`config.mk`:
```
export PLATFORM = sky130hd
export DESIGN_NAME = software_timer_bank
export DESIGN_NICKNAME = d
export VERILOG_FILES = /design/src/hw/rtl/stb_pkg.sv /design/src/hw/rtl/software_timer_bank.sv /design/src/hw/rtl/stb_mem.sv /design/src/hw/rtl/stb_core.sv
export SDC_FILE = /design/constraint.sdc
export NUM_CORES = 1
export LEC_CHECK = 0
export ABC_AREA = 1
export BUFFER_PORTS_ARGS = -buffer_cell sky130_fd_sc_hd__clkbuf_2
export CORE_MARGIN = 2
export CORE_UTILIZATION = 57
export DETAILED_ROUTE_END_ITERATION = 10
export GPL_TIMING_DRIVEN = 1
export PLACE_DENSITY_LB_ADDON = 0.2
export SETUP_SLACK_MARGIN = 0.4
export SYNTH_ARGS = -nofsm -noshare
export SYNTH_HDL_FRONTEND = slang
export SYNTH_SLANG_ARGS = --single-unit
```
`constraint.sdc`:
```
create_clock -name clk -period 4.8 [get_ports clk]
set_input_delay 0.96 -clock clk [delete_from_list [all_inputs] [get_ports clk]]
set_output_delay 0.96 -clock clk [all_outputs]
set_load 0.005 [all_outputs]
```
`src/hw/rtl/stb_pkg.sv`:
```
`timescale 1ns / 1ps

package stb_pkg;

  // Field widths of the stream payloads
  localparam int OP_W       = 3;
  localparam int ID_W       = 4;
  localparam int AMT_W      = 32;
  localparam int KIND_W     = 2;
  localparam int SLOT_W     = 4;
  localparam int STAT_W     = 2;
  localparam int IN_DATA_W  = 40;
  localparam int OUT_DATA_W = 8;

  // At most this many expiries are reported per tick
  localparam int REPORT_MAX = 16;
  localparam int REP_W      = 5;

  // Command opcodes
  localparam logic [OP_W-1:0] OP_START    = 3'd0;
  localparam logic [OP_W-1:0] OP_STOP     = 3'd1;
  localparam logic [OP_W-1:0] OP_RESET    = 3'd2;
  localparam logic [OP_W-1:0] OP_TICK_TO  = 3'd3;
  localparam logic [OP_W-1:0] OP_TICK_DEL = 3'd4;

  // Result kinds
  localparam logic [KIND_W-1:0] KIND_STATUS  = 2'd0;
  localparam logic [KIND_W-1:0] KIND_TIMEOUT = 2'd1;
  localparam logic [KIND_W-1:0] KIND_DELETE  = 2'd2;
  localparam logic [KIND_W-1:0] KIND_DONE    = 2'd3;

  // Command status codes
  localparam logic [STAT_W-1:0] ST_OK   = 2'd0;
  localparam logic [STAT_W-1:0] ST_BUSY = 2'd1;
  localparam logic [STAT_W-1:0] ST_IDLE = 2'd2;

  typedef struct packed {
    logic [KIND_W-1:0] kind;
    logic [SLOT_W-1:0] slot;
    logic [STAT_W-1:0] status;
    logic              last;
  } result_t;

endpackage

```
`src/hw/rtl/software_timer_bank.sv`:
```
`timescale 1ns / 1ps

// Channel   Dir  Payload
// s_*       in   tdata: op[2:0], timer_id[6:3], amount[38:7], zero pad[39]
// m_*       out  tdata: slot[3:0], status[5:4], zero pad[7:6]; tuser: kind; tlast: last
//
// The status of a start, stop or reset is loaded into the output
// register at the edge that accepts it.
// A tick sweeps one slot per cycle, unless stalled on a held expiry, through a read, modify,
// write of the remaining-count RAM, then gives the done result.
// Reset clears the running flags at once; the RAM needs no clearing pass.
// The sweep halts on an expiry to be reported while the output register is still held.
module software_timer_bank import stb_pkg::*; #(
  parameter int NUM_TIMERS  = 16,
  parameter int COUNT_WIDTH = 32
) (
  input  logic                  clk,
  input  logic                  rst,
  input  logic                  s_tvalid,
  output logic                  s_tready,
  input  logic [IN_DATA_W-1:0]  s_tdata,   // op, timer_id, amount (low to high)
  output logic                  m_tvalid,
  input  logic                  m_tready,
  output logic [OUT_DATA_W-1:0] m_tdata,   // slot, status (low to high)
  output logic [KIND_W-1:0]     m_tuser,   // kind
  output logic                  m_tlast
);

  localparam int IW = (NUM_TIMERS > 1) ? $clog2(NUM_TIMERS) : 1;

  logic                   out_free;
  logic                   emit_valid;
  result_t                emit;
  result_t                out_res;
  logic [IW-1:0]          rd_addr;
  logic [COUNT_WIDTH-1:0] rd_data;
  logic                   wr_en;
  logic [IW-1:0]          wr_addr;
  logic [COUNT_WIDTH-1:0] wr_data;

  assign out_free = !m_tvalid || m_tready;

  stb_core #(
    .NUM_TIMERS  (NUM_TIMERS),
    .COUNT_WIDTH (COUNT_WIDTH)
  ) u_core (
    .clk        (clk),
    .rst        (rst),
    .in_valid   (s_tvalid),
    .in_ready   (s_tready),
    .op         (s_tdata[OP_W-1:0]),
    .timer_id   (s_tdata[OP_W+ID_W-1:OP_W]),
    .amount     (s_tdata[OP_W+ID_W+AMT_W-1:OP_W+ID_W]),
    .out_free   (out_free),
    .emit_valid (emit_valid),
    .emit       (emit),
    .rd_addr    (rd_addr),
    .rd_data    (rd_data),
    .wr_en      (wr_en),
    .wr_addr    (wr_addr),
    .wr_data    (wr_data)
  );

  stb_mem #(
    .DEPTH (NUM_TIMERS),
    .WIDTH (COUNT_WIDTH),
    .AW    (IW)
  ) u_mem (
    .clk     (clk),
    .wr_en   (wr_en),
    .wr_addr (wr_addr),
    .wr_data (wr_data),
    .rd_addr (rd_addr),
    .rd_data (rd_data)
  );

  // Hold each result until the downstream transaction completes
  always_ff @(posedge clk) begin
    if (rst) begin
      m_tvalid <= 1'b0;
    end else if (emit_valid) begin
      m_tvalid <= 1'b1;
    end else if (m_tready) begin
      m_tvalid <= 1'b0;
    end
  end

  always_ff @(posedge clk) begin
    if (emit_valid) begin
      out_res <= emit;
    end
  end

  assign m_tdata = {(OUT_DATA_W - SLOT_W - STAT_W)'(0), out_res.status, out_res.slot};
  assign m_tuser = out_res.kind;
  assign m_tlast = out_res.last;

`ifndef SYNTHESIS
  a_done_last: assert property (@(posedge clk) disable iff (rst)
    m_tvalid && m_tuser == KIND_DONE |-> m_tlast)
    else $error("tick done result without last");

  a_expiry_form: assert property (@(posedge clk) disable iff (rst)
    m_tvalid && (m_tuser == KIND_TIMEOUT || m_tuser == KIND_DELETE)
      |-> !m_tlast && m_tdata[5:4] == ST_OK)
    else $error("expiry result carries last or an error status");

  a_cmd_status: assert property (@(posedge clk) disable iff (rst)
    s_tvalid && s_tready && !(s_tdata[2:0] == OP_TICK_TO || s_tdata[2:0] == OP_TICK_DEL)
      |=> m_tvalid && m_tuser == KIND_STATUS && m_tlast)
    else $error("command status result missing");

  a_no_overrun: assert property (@(posedge clk) disable iff (rst)
    s_tvalid && s_tready |-> !m_tvalid || m_tready)
    else $error("input accepted while a result is still held");
`endif

endmodule

```
`src/hw/rtl/stb_mem.sv`:
```
`timescale 1ns / 1ps

module stb_mem #(
  parameter int DEPTH = 16,
  parameter int WIDTH = 32,
  parameter int AW    = 4
) (
  input  logic             clk,
  input  logic             wr_en,
  input  logic [AW-1:0]    wr_addr,
  input  logic [WIDTH-1:0] wr_data,
  input  logic [AW-1:0]    rd_addr,
  output logic [WIDTH-1:0] rd_data
);

  logic [WIDTH-1:0] mem [DEPTH];

  // Write one entry, read one entry with registered data
  always_ff @(posedge clk) begin
    if (wr_en) begin
      mem[wr_addr] <= wr_data;
    end
    rd_data <= mem[rd_addr];
  end

endmodule

```
`src/hw/rtl/stb_core.sv`:
```
`timescale 1ns / 1ps

module stb_core import stb_pkg::*; #(
  parameter int NUM_TIMERS  = 16,
  parameter int COUNT_WIDTH = 32
) (
  input  logic                   clk,
  input  logic                   rst,
  input  logic                   in_valid,
  output logic                   in_ready,
  input  logic [OP_W-1:0]        op,
  input  logic [ID_W-1:0]        timer_id,
  input  logic [AMT_W-1:0]       amount,
  input  logic                   out_free,
  output logic                   emit_valid,
  output result_t                emit,
  output logic [(NUM_TIMERS > 1 ? $clog2(NUM_TIMERS) : 1)-1:0] rd_addr,
  input  logic [COUNT_WIDTH-1:0] rd_data,
  output logic                   wr_en,
  output logic [(NUM_TIMERS > 1 ? $clog2(NUM_TIMERS) : 1)-1:0] wr_addr,
  output logic [COUNT_WIDTH-1:0] wr_data
);

  localparam int IW = (NUM_TIMERS > 1) ? $clog2(NUM_TIMERS) : 1;
  localparam int EW = (COUNT_WIDTH > AMT_W) ? COUNT_WIDTH : AMT_W;
  localparam logic [COUNT_WIDTH-1:0] CMAX = {COUNT_WIDTH{1'b1}};

  localparam logic [0:0] S_IDLE = 1'b0;
  localparam logic [0:0] S_TICK = 1'b1;

  logic [0:0]             state;
  logic [NUM_TIMERS-1:0]  running;
  logic [AMT_W-1:0]       tick_amount;
  logic [KIND_W-1:0]      tick_kind;
  logic                   proc_valid;
  logic [IW-1:0]          proc_idx;
  logic [IW-1:0]          rd_idx;
  logic                   rd_more;
  logic [REP_W-1:0]       rep_cnt;

  logic                   accept;
  logic                   is_tick;
  logic                   id_ok;
  logic [IW-1:0]          id_idx;
  logic                   id_run;
  logic [COUNT_WIDTH-1:0] start_count;
  logic [STAT_W-1:0]      cmd_status;
  logic                   cmd_write;

  logic                   p_run;
  logic                   p_never;
  logic                   p_gt;
  logic                   p_dec;
  logic                   p_exp;
  logic                   p_rep;
  logic                   advance;
  logic [EW-1:0]          p_diff;

  // Decode the incoming command
  assign in_ready = (state == S_IDLE) && out_free;
  assign accept   = in_valid && in_ready;
  assign is_tick  = (op == OP_TICK_TO) || (op == OP_TICK_DEL);
  assign id_ok    = (32'(timer_id) < NUM_TIMERS);
  assign id_idx   = IW'(timer_id);
  assign id_run   = running[id_idx];

  // Clamp the start count; zero arms a never-expiring slot
  always_comb begin
    if (amount == '0) begin
      start_count = CMAX;
    end else if (EW'(amount) > EW'(CMAX)) begin
      start_count = CMAX - COUNT_WIDTH'(1);
    end else begin
      start_count = COUNT_WIDTH'(amount);
    end
  end

  always_comb begin
    cmd_status = ST_OK;
    if (id_ok) begin
      if (op == OP_START && id_run) begin
        cmd_status = ST_BUSY;
      end else if (op == OP_STOP && !id_run) begin
        cmd_status = ST_IDLE;
      end
    end
  end

  assign cmd_write = accept && !is_tick && id_ok &&
                     ((op == OP_START && !id_run) || op == OP_RESET);

  // Evaluate the slot whose count is on the read port
  assign p_run   = running[proc_idx];
  assign p_never = (rd_data == CMAX);
  assign p_gt    = EW'(rd_data) > EW'(tick_amount);
  assign p_dec   = proc_valid && p_run && !p_never && p_gt;
  assign p_exp   = proc_valid && p_run && !p_never && !p_gt;
  assign p_rep   = p_exp && (rep_cnt < REP_W'(REPORT_MAX));
  assign advance = !(p_rep && !out_free);
  assign p_diff  = EW'(rd_data) - EW'(tick_amount);

  // Re-read the held slot while the sweep is stalled
  always_comb begin
    if (state == S_TICK) begin
      rd_addr = advance ? rd_idx : proc_idx;
    end else begin
      rd_addr = '0;
    end
  end

  // Write back a decremented count or a freshly started one
  always_comb begin
    if (state == S_TICK) begin
      wr_en   = advance && p_dec;
      wr_addr = proc_idx;
      wr_data = COUNT_WIDTH'(p_diff);
    end else begin
      wr_en   = cmd_write;
      wr_addr = id_idx;
      wr_data = start_count;
    end
  end

  // Build the result for the output register
  always_comb begin
    emit_valid  = 1'b0;
    emit.kind   = KIND_STATUS;
    emit.slot   = '0;
    emit.status = ST_OK;
    emit.last   = 1'b0;
    case (state)
      S_IDLE: begin
        if (accept && !is_tick) begin
          emit_valid  = 1'b1;
          emit.slot   = timer_id;
          emit.status = cmd_status;
          emit.last   = 1'b1;
        end
      end
      S_TICK: begin
        if (proc_valid) begin
          if (p_rep && out_free) begin
            emit_valid = 1'b1;
            emit.kind  = tick_kind;
            emit.slot  = SLOT_W'(proc_idx);
          end
        end else if (out_free) begin
          emit_valid = 1'b1;
          emit.kind  = KIND_DONE;
          emit.last  = 1'b1;
        end
      end
      default: begin
        emit_valid = 1'b0;
      end
    endcase
  end

  // Sequence commands and the tick sweep
  always_ff @(posedge clk) begin
    if (rst) begin
      state      <= S_IDLE;
      running    <= '0;
      proc_valid <= 1'b0;
      rd_more    <= 1'b0;
      rep_cnt    <= '0;
    end else begin
      case (state)
        S_IDLE: begin
          if (accept) begin
            if (is_tick) begin
              state       <= S_TICK;
              tick_amount <= amount;
              tick_kind   <= (op == OP_TICK_TO) ? KIND_TIMEOUT : KIND_DELETE;
              proc_valid  <= 1'b1;
              proc_idx    <= '0;
              rd_idx      <= (NUM_TIMERS > 1) ? IW'(1) : '0;
              rd_more     <= (NUM_TIMERS > 1);
              rep_cnt     <= '0;
            end else if (id_ok) begin
              if ((op == OP_START && !id_run) || op == OP_RESET) begin
                running[id_idx] <= 1'b1;
              end else if (op == OP_STOP) begin
                running[id_idx] <= 1'b0;
              end
            end
          end
        end
        S_TICK: begin
          if (proc_valid) begin
            if (advance) begin
              if (p_exp) begin
                running[proc_idx] <= 1'b0;
              end
              if (p_rep) begin
                rep_cnt <= rep_cnt + REP_W'(1);
              end
              proc_valid <= rd_more;
              proc_idx   <= rd_idx;
              if (rd_idx == IW'(NUM_TIMERS - 1)) begin
                rd_more <= 1'b0;
              end else begin
                rd_idx <= rd_idx + IW'(1);
              end
            end
          end else if (out_free) begin
            state <= S_IDLE;
          end
        end
        default: begin
          state <= S_IDLE;
        end
      endcase
    end
  end

endmodule

```
==> results.md <==
* Die area at 0.0536 mm²
* Worst-path cell chain: inv_1 > ha_1 > fa_1 > inv_1 > nand3_1 > nand2_1 > nand2_1 > nand2_1 > nand2_1 > nand2_2 > nand2_1 > nand2_1 > nand2_1 > o22ai_1 > nand2_1 > nor2_4 > buf_4
* Layout cell share with drive strength beyond 1 at 0.0868
* # DRC at 0
* Number of global-route vias before repair at 21,000
* Largest net degree at the start of global routing at 130
* Via density at 5.79
* Antenna violations before repair at 3
* # diodes at 0
* Hold Buf Count CTS at 0
* Initial Utilization at 0.576
* ANT nets after route at 0
* Post-Route WL at 78,500 µm
* CTS Root Cell: clkbuf_16
* Final Non-Filler Cells at 3,815
* Crit Path Class: flip-flop to flip-flop
* Post-synth top flop: edfxtp_1
* Layout Utilization at 0.645
* WL/cell at about 21 µm
* CTS buffer count at 66
* Ports at 57
* Max VDD drop at between 0.3 and 0.4 mV
* Maximum fanout along the worst path at 15
* Ys async rst share at 0
* Max Clock Skew at approximately 0.036 ns
* Die height at approximately 230 µm
* FILL cells at 3,961
* Synth Instances at a little over 3,000
* H-tree Lvls at 3
* Endpoints failing hold at 0
* Final net count at 3,161
* CP Launch Type: flip-flop
* Worst-path clk slew at roughly 0.05 ns
* Most used cell, CP: nand2_1
* DP Cell Count at between 3,000 and 4,000
* Achievable frequency at 238 MHz
* Final Cycle Share at 0.877
* Area Overhead vs Synth at 11.9%
* YS warnings at 0
* Cell area after layout at 0.0330 mm²
* Hold Crit Class: flip-flop to flip-flop
* DR pass1 iterations at 6
* Netlist cell types at 45
* Starting DRT DRC Count at 2,337
* Leakage at between 10 and 15 nW
* Worst setup margin at 0.591 ns
* CP bufs+invs at 3
* Slowest stage delay, CP at 0.59 ns
* Vias after detailed routing at approximately 22,000
* Clock Path Buffers at 3
* Placement-stage cell area at about 0.031 mm²
* Flops & latches, synth at 620
* Final Critical Period at between 4 and 5 ns
* Worst Max-Slew Pin Slew at 1.35 ns
* Final HPWL DP at between 40,000 and 50,000 µm
* Port Buffer Count at between 50 and 60
* Critical Path RT at 5.07 ns
* Critical path's slowest cell: o22ai_1
* Num rows at 83
* Max-slew violations at 0
* Post-CTS setup buffer count at 0
* Final setup violation count at 0
* Dpl ws at 0.409 ns
* Top Family by Delay on Critical Path: simple AND/OR/NAND/NOR gates
* CTS resizes at 0
* Pwr dens at approximately 360 mW/mm²
* Total track usage at 0.294
* First-pass GRT wire length at 119,000 µm
* Core Footprint at just over 0.05 mm²
* Die W at about 230 µm
* Worst skew pair latency at slightly above 0.6 ns
* # clock sinks at 620
* Syn avg cell area at around 9.7 µm²
* Max-slew headroom at 0.0967
* Crit end category: flip-flop
* EDFF count, synth at about 560
* Status: completed
* Gpl congestion at between 0.9 and 1
* Synthesized area at 0.0295 mm²
* Number of max-cap violations at 0
* RSZ-0062 raised after global routing: true
* Total grt overflow at 0
* Post-Route Setup TNS at 0 ns
* CTS tree: done
* Register area share after synthesis at 0.612
* Worst Path Arrival at ~4.5 ns
## cell usage after synthesis, types with 3 or more instances
| cell type | instances | area share |
|---|---|---|
| nand3_1 | 629 | 0.11 |
| edfxtp_1 | 563 | 0.57 |
| inv_1 | 527 | 0.067 |
| nand2_1 | 516 | 0.066 |
| nand3b_1 | 129 | 0.033 |
| nor2_1 | 129 | 0.016 |
| o21ai_0 | 118 | 0.020 |
| buf_2 | 99 | 0.017 |
| dfxtp_1 | 57 | 0.039 |
| a21oi_1 | 51 | 0.0087 |
| clkbuf_1 | 35 | 0.0045 |
| ha_1 | 34 | 0.014 |
| o22ai_1 | 25 | 0.0053 |
| buf_1 | 16 | 0.0020 |
| nor3_1 | 13 | 0.0022 |
| nor4_1 | 9 | 0.0019 |
| xnor2_1 | 9 | 0.0027 |
| nand4_1 | 8 | 0.0017 |
| buf_4 | 7 | 0.0018 |
| or2_2 | 7 | 0.0015 |
| xor2_1 | 6 | 0.0018 |
| a21o_1 | 5 | 0.0013 |
| a31oi_1 | 5 | 0.0011 |
| inv_2 | 4 | 0.00051 |
| nand2_2 | 4 | 0.00085 |
| a21oi_2 | 3 | 0.00089 |
| nor2_2 | 3 | 0.00064 |
| nor3b_1 | 3 | 0.00076 |
| o21bai_1 | 3 | 0.00076 |
| o32ai_1 | 3 | 0.00089 |
## worst reg2reg max path, delay by kind of cell (launching register included)
family	cells	cell delay [ns]
adders and majority gates	2	0.68
DFF	1	0.47
AOI/OAI and AO/OA	1	0.59
buffers and inverters	3	0.51
and+or+nand+nor	11	1.63
## registers in the layout (all words and copies together), names as in the netlist, named ones only
signal	cells
u_mem.rd_data	32
u_core.tick_kind	2
u_core.tick_amount	32
u_core.proc_valid	1
u_core.rep_cnt	5
u_core.state	1
u_core.rd_more	1
m_tuser	2
m_tvalid	1
m_tdata	6
u_core.proc_idx	4
m_tlast	1
u_mem.mem	512
u_core.rd_idx	4
## per-layer routing
| metal | GRT usage | part of all wire |
|---|---|---|
| met2 | 0.459 | 0.45 |
| met3 | 0.0527 | 0.095 |
| met4 | 0.102 | 0.029 |
| met5 | 0 | 0.00014 |
| met1 | 0.416 | 0.42 |
## worst paths after layout
| kind | slack, ns | start | endpoint | depth (start not counted) |
|---|---|---|---|---|
| setup reg to reg | 0.59 | u_mem.rd_data[0] | u_mem.mem[2][0] | 17 |
| hold reg to reg | 0.49 | u_core.rd_more | u_core.rd_more | 2 |
| setup / recovery | 0.59 | u_mem.rd_data[0] | u_mem.mem[2][0] | 17 |
| hold / removal | 0.49 | u_core.rd_more | u_core.rd_more | 2 |
## stage by stage
stage	total power [mW]	hold WS, ns
final	11.9	0.487
after CTS	11.9	0.482
after global placement	7.11	0.459
after detailed placement	7.13	0.474
after global routing	12.2	0.514
after floorplan	6.76	0.439
## layout make-up
| cell class | count | area [µm²] | share of cell area |
|---|---|---|---|
| Clock inverter | 33 | 256 | 0.00777 |
| Sequential cell | 620 | 18000 | 0.547 |
| Multi-Input combinational cell | 1731 | 8890 | 0.269 |
| Inverter | 533 | 2000 | 0.0606 |
| Clock buffer | 88 | 1820 | 0.0550 |
| Tap cell | 680 | 851 | 0.0258 |
| Timing Repair Buffer | 130 | 1140 | 0.0345 |
## kinds of logic (layout without fill, tap and decap cells)
| family | after synthesis | in the layout | share of synthesized area |
|---|---|---|---|
| XOR/XNOR | 15 | 15 | 0.00445 |
| flip-flops | 620 | 620 | 0.612 |
| AO/OA/AOI/OAI | 224 | 224 | 0.0422 |
| other | 1 | 2 | 0.000127 |
| AND/OR/NAND/NOR | 1455 | 1455 | 0.233 |
| buffers and inverters | 691 | 784 | 0.0933 |
| adder cells (fa/ha/maj) | 35 | 35 | 0.0151 |
## cell usage in the layout, fill, tap and decap left out, types with 5 or more instances in the layout
| cell | instances |
|---|---|
| o22ai_1 | 25 |
| clkbuf_8 | 6 |
| nand2_1 | 515 |
| buf_4 | 54 |
| nand3_1 | 628 |
| nand4_1 | 8 |
| a31oi_1 | 5 |
| nor4_1 | 8 |
| dfxtp_1 | 57 |
| xnor2_1 | 9 |
| edfxtp_1 | 563 |
| xor2_1 | 6 |
| nor2_1 | 114 |
| o21ai_0 | 117 |
| nand3b_1 | 129 |
| ha_1 | 34 |
| clkbuf_1 | 15 |
| clkinv_2 | 12 |
| a21oi_1 | 51 |
| nor3_1 | 11 |
| buf_12 | 22 |
| nor2_4 | 15 |
| clkinv_1 | 13 |
| inv_1 | 526 |
| a21o_1 | 5 |
| clkbuf_2 | 53 |
| inv_2 | 5 |
| or2_2 | 7 |
| clkbuf_16 | 67 |
## where the power goes
part / internal (mW) / switching, mW
sequential: 6.02 / 0.0617
clock: 2.70 / 2.13
combinational: 0.276 / 0.681
total: 8.99 / 2.87
Power figures use the tool's default switching activity.
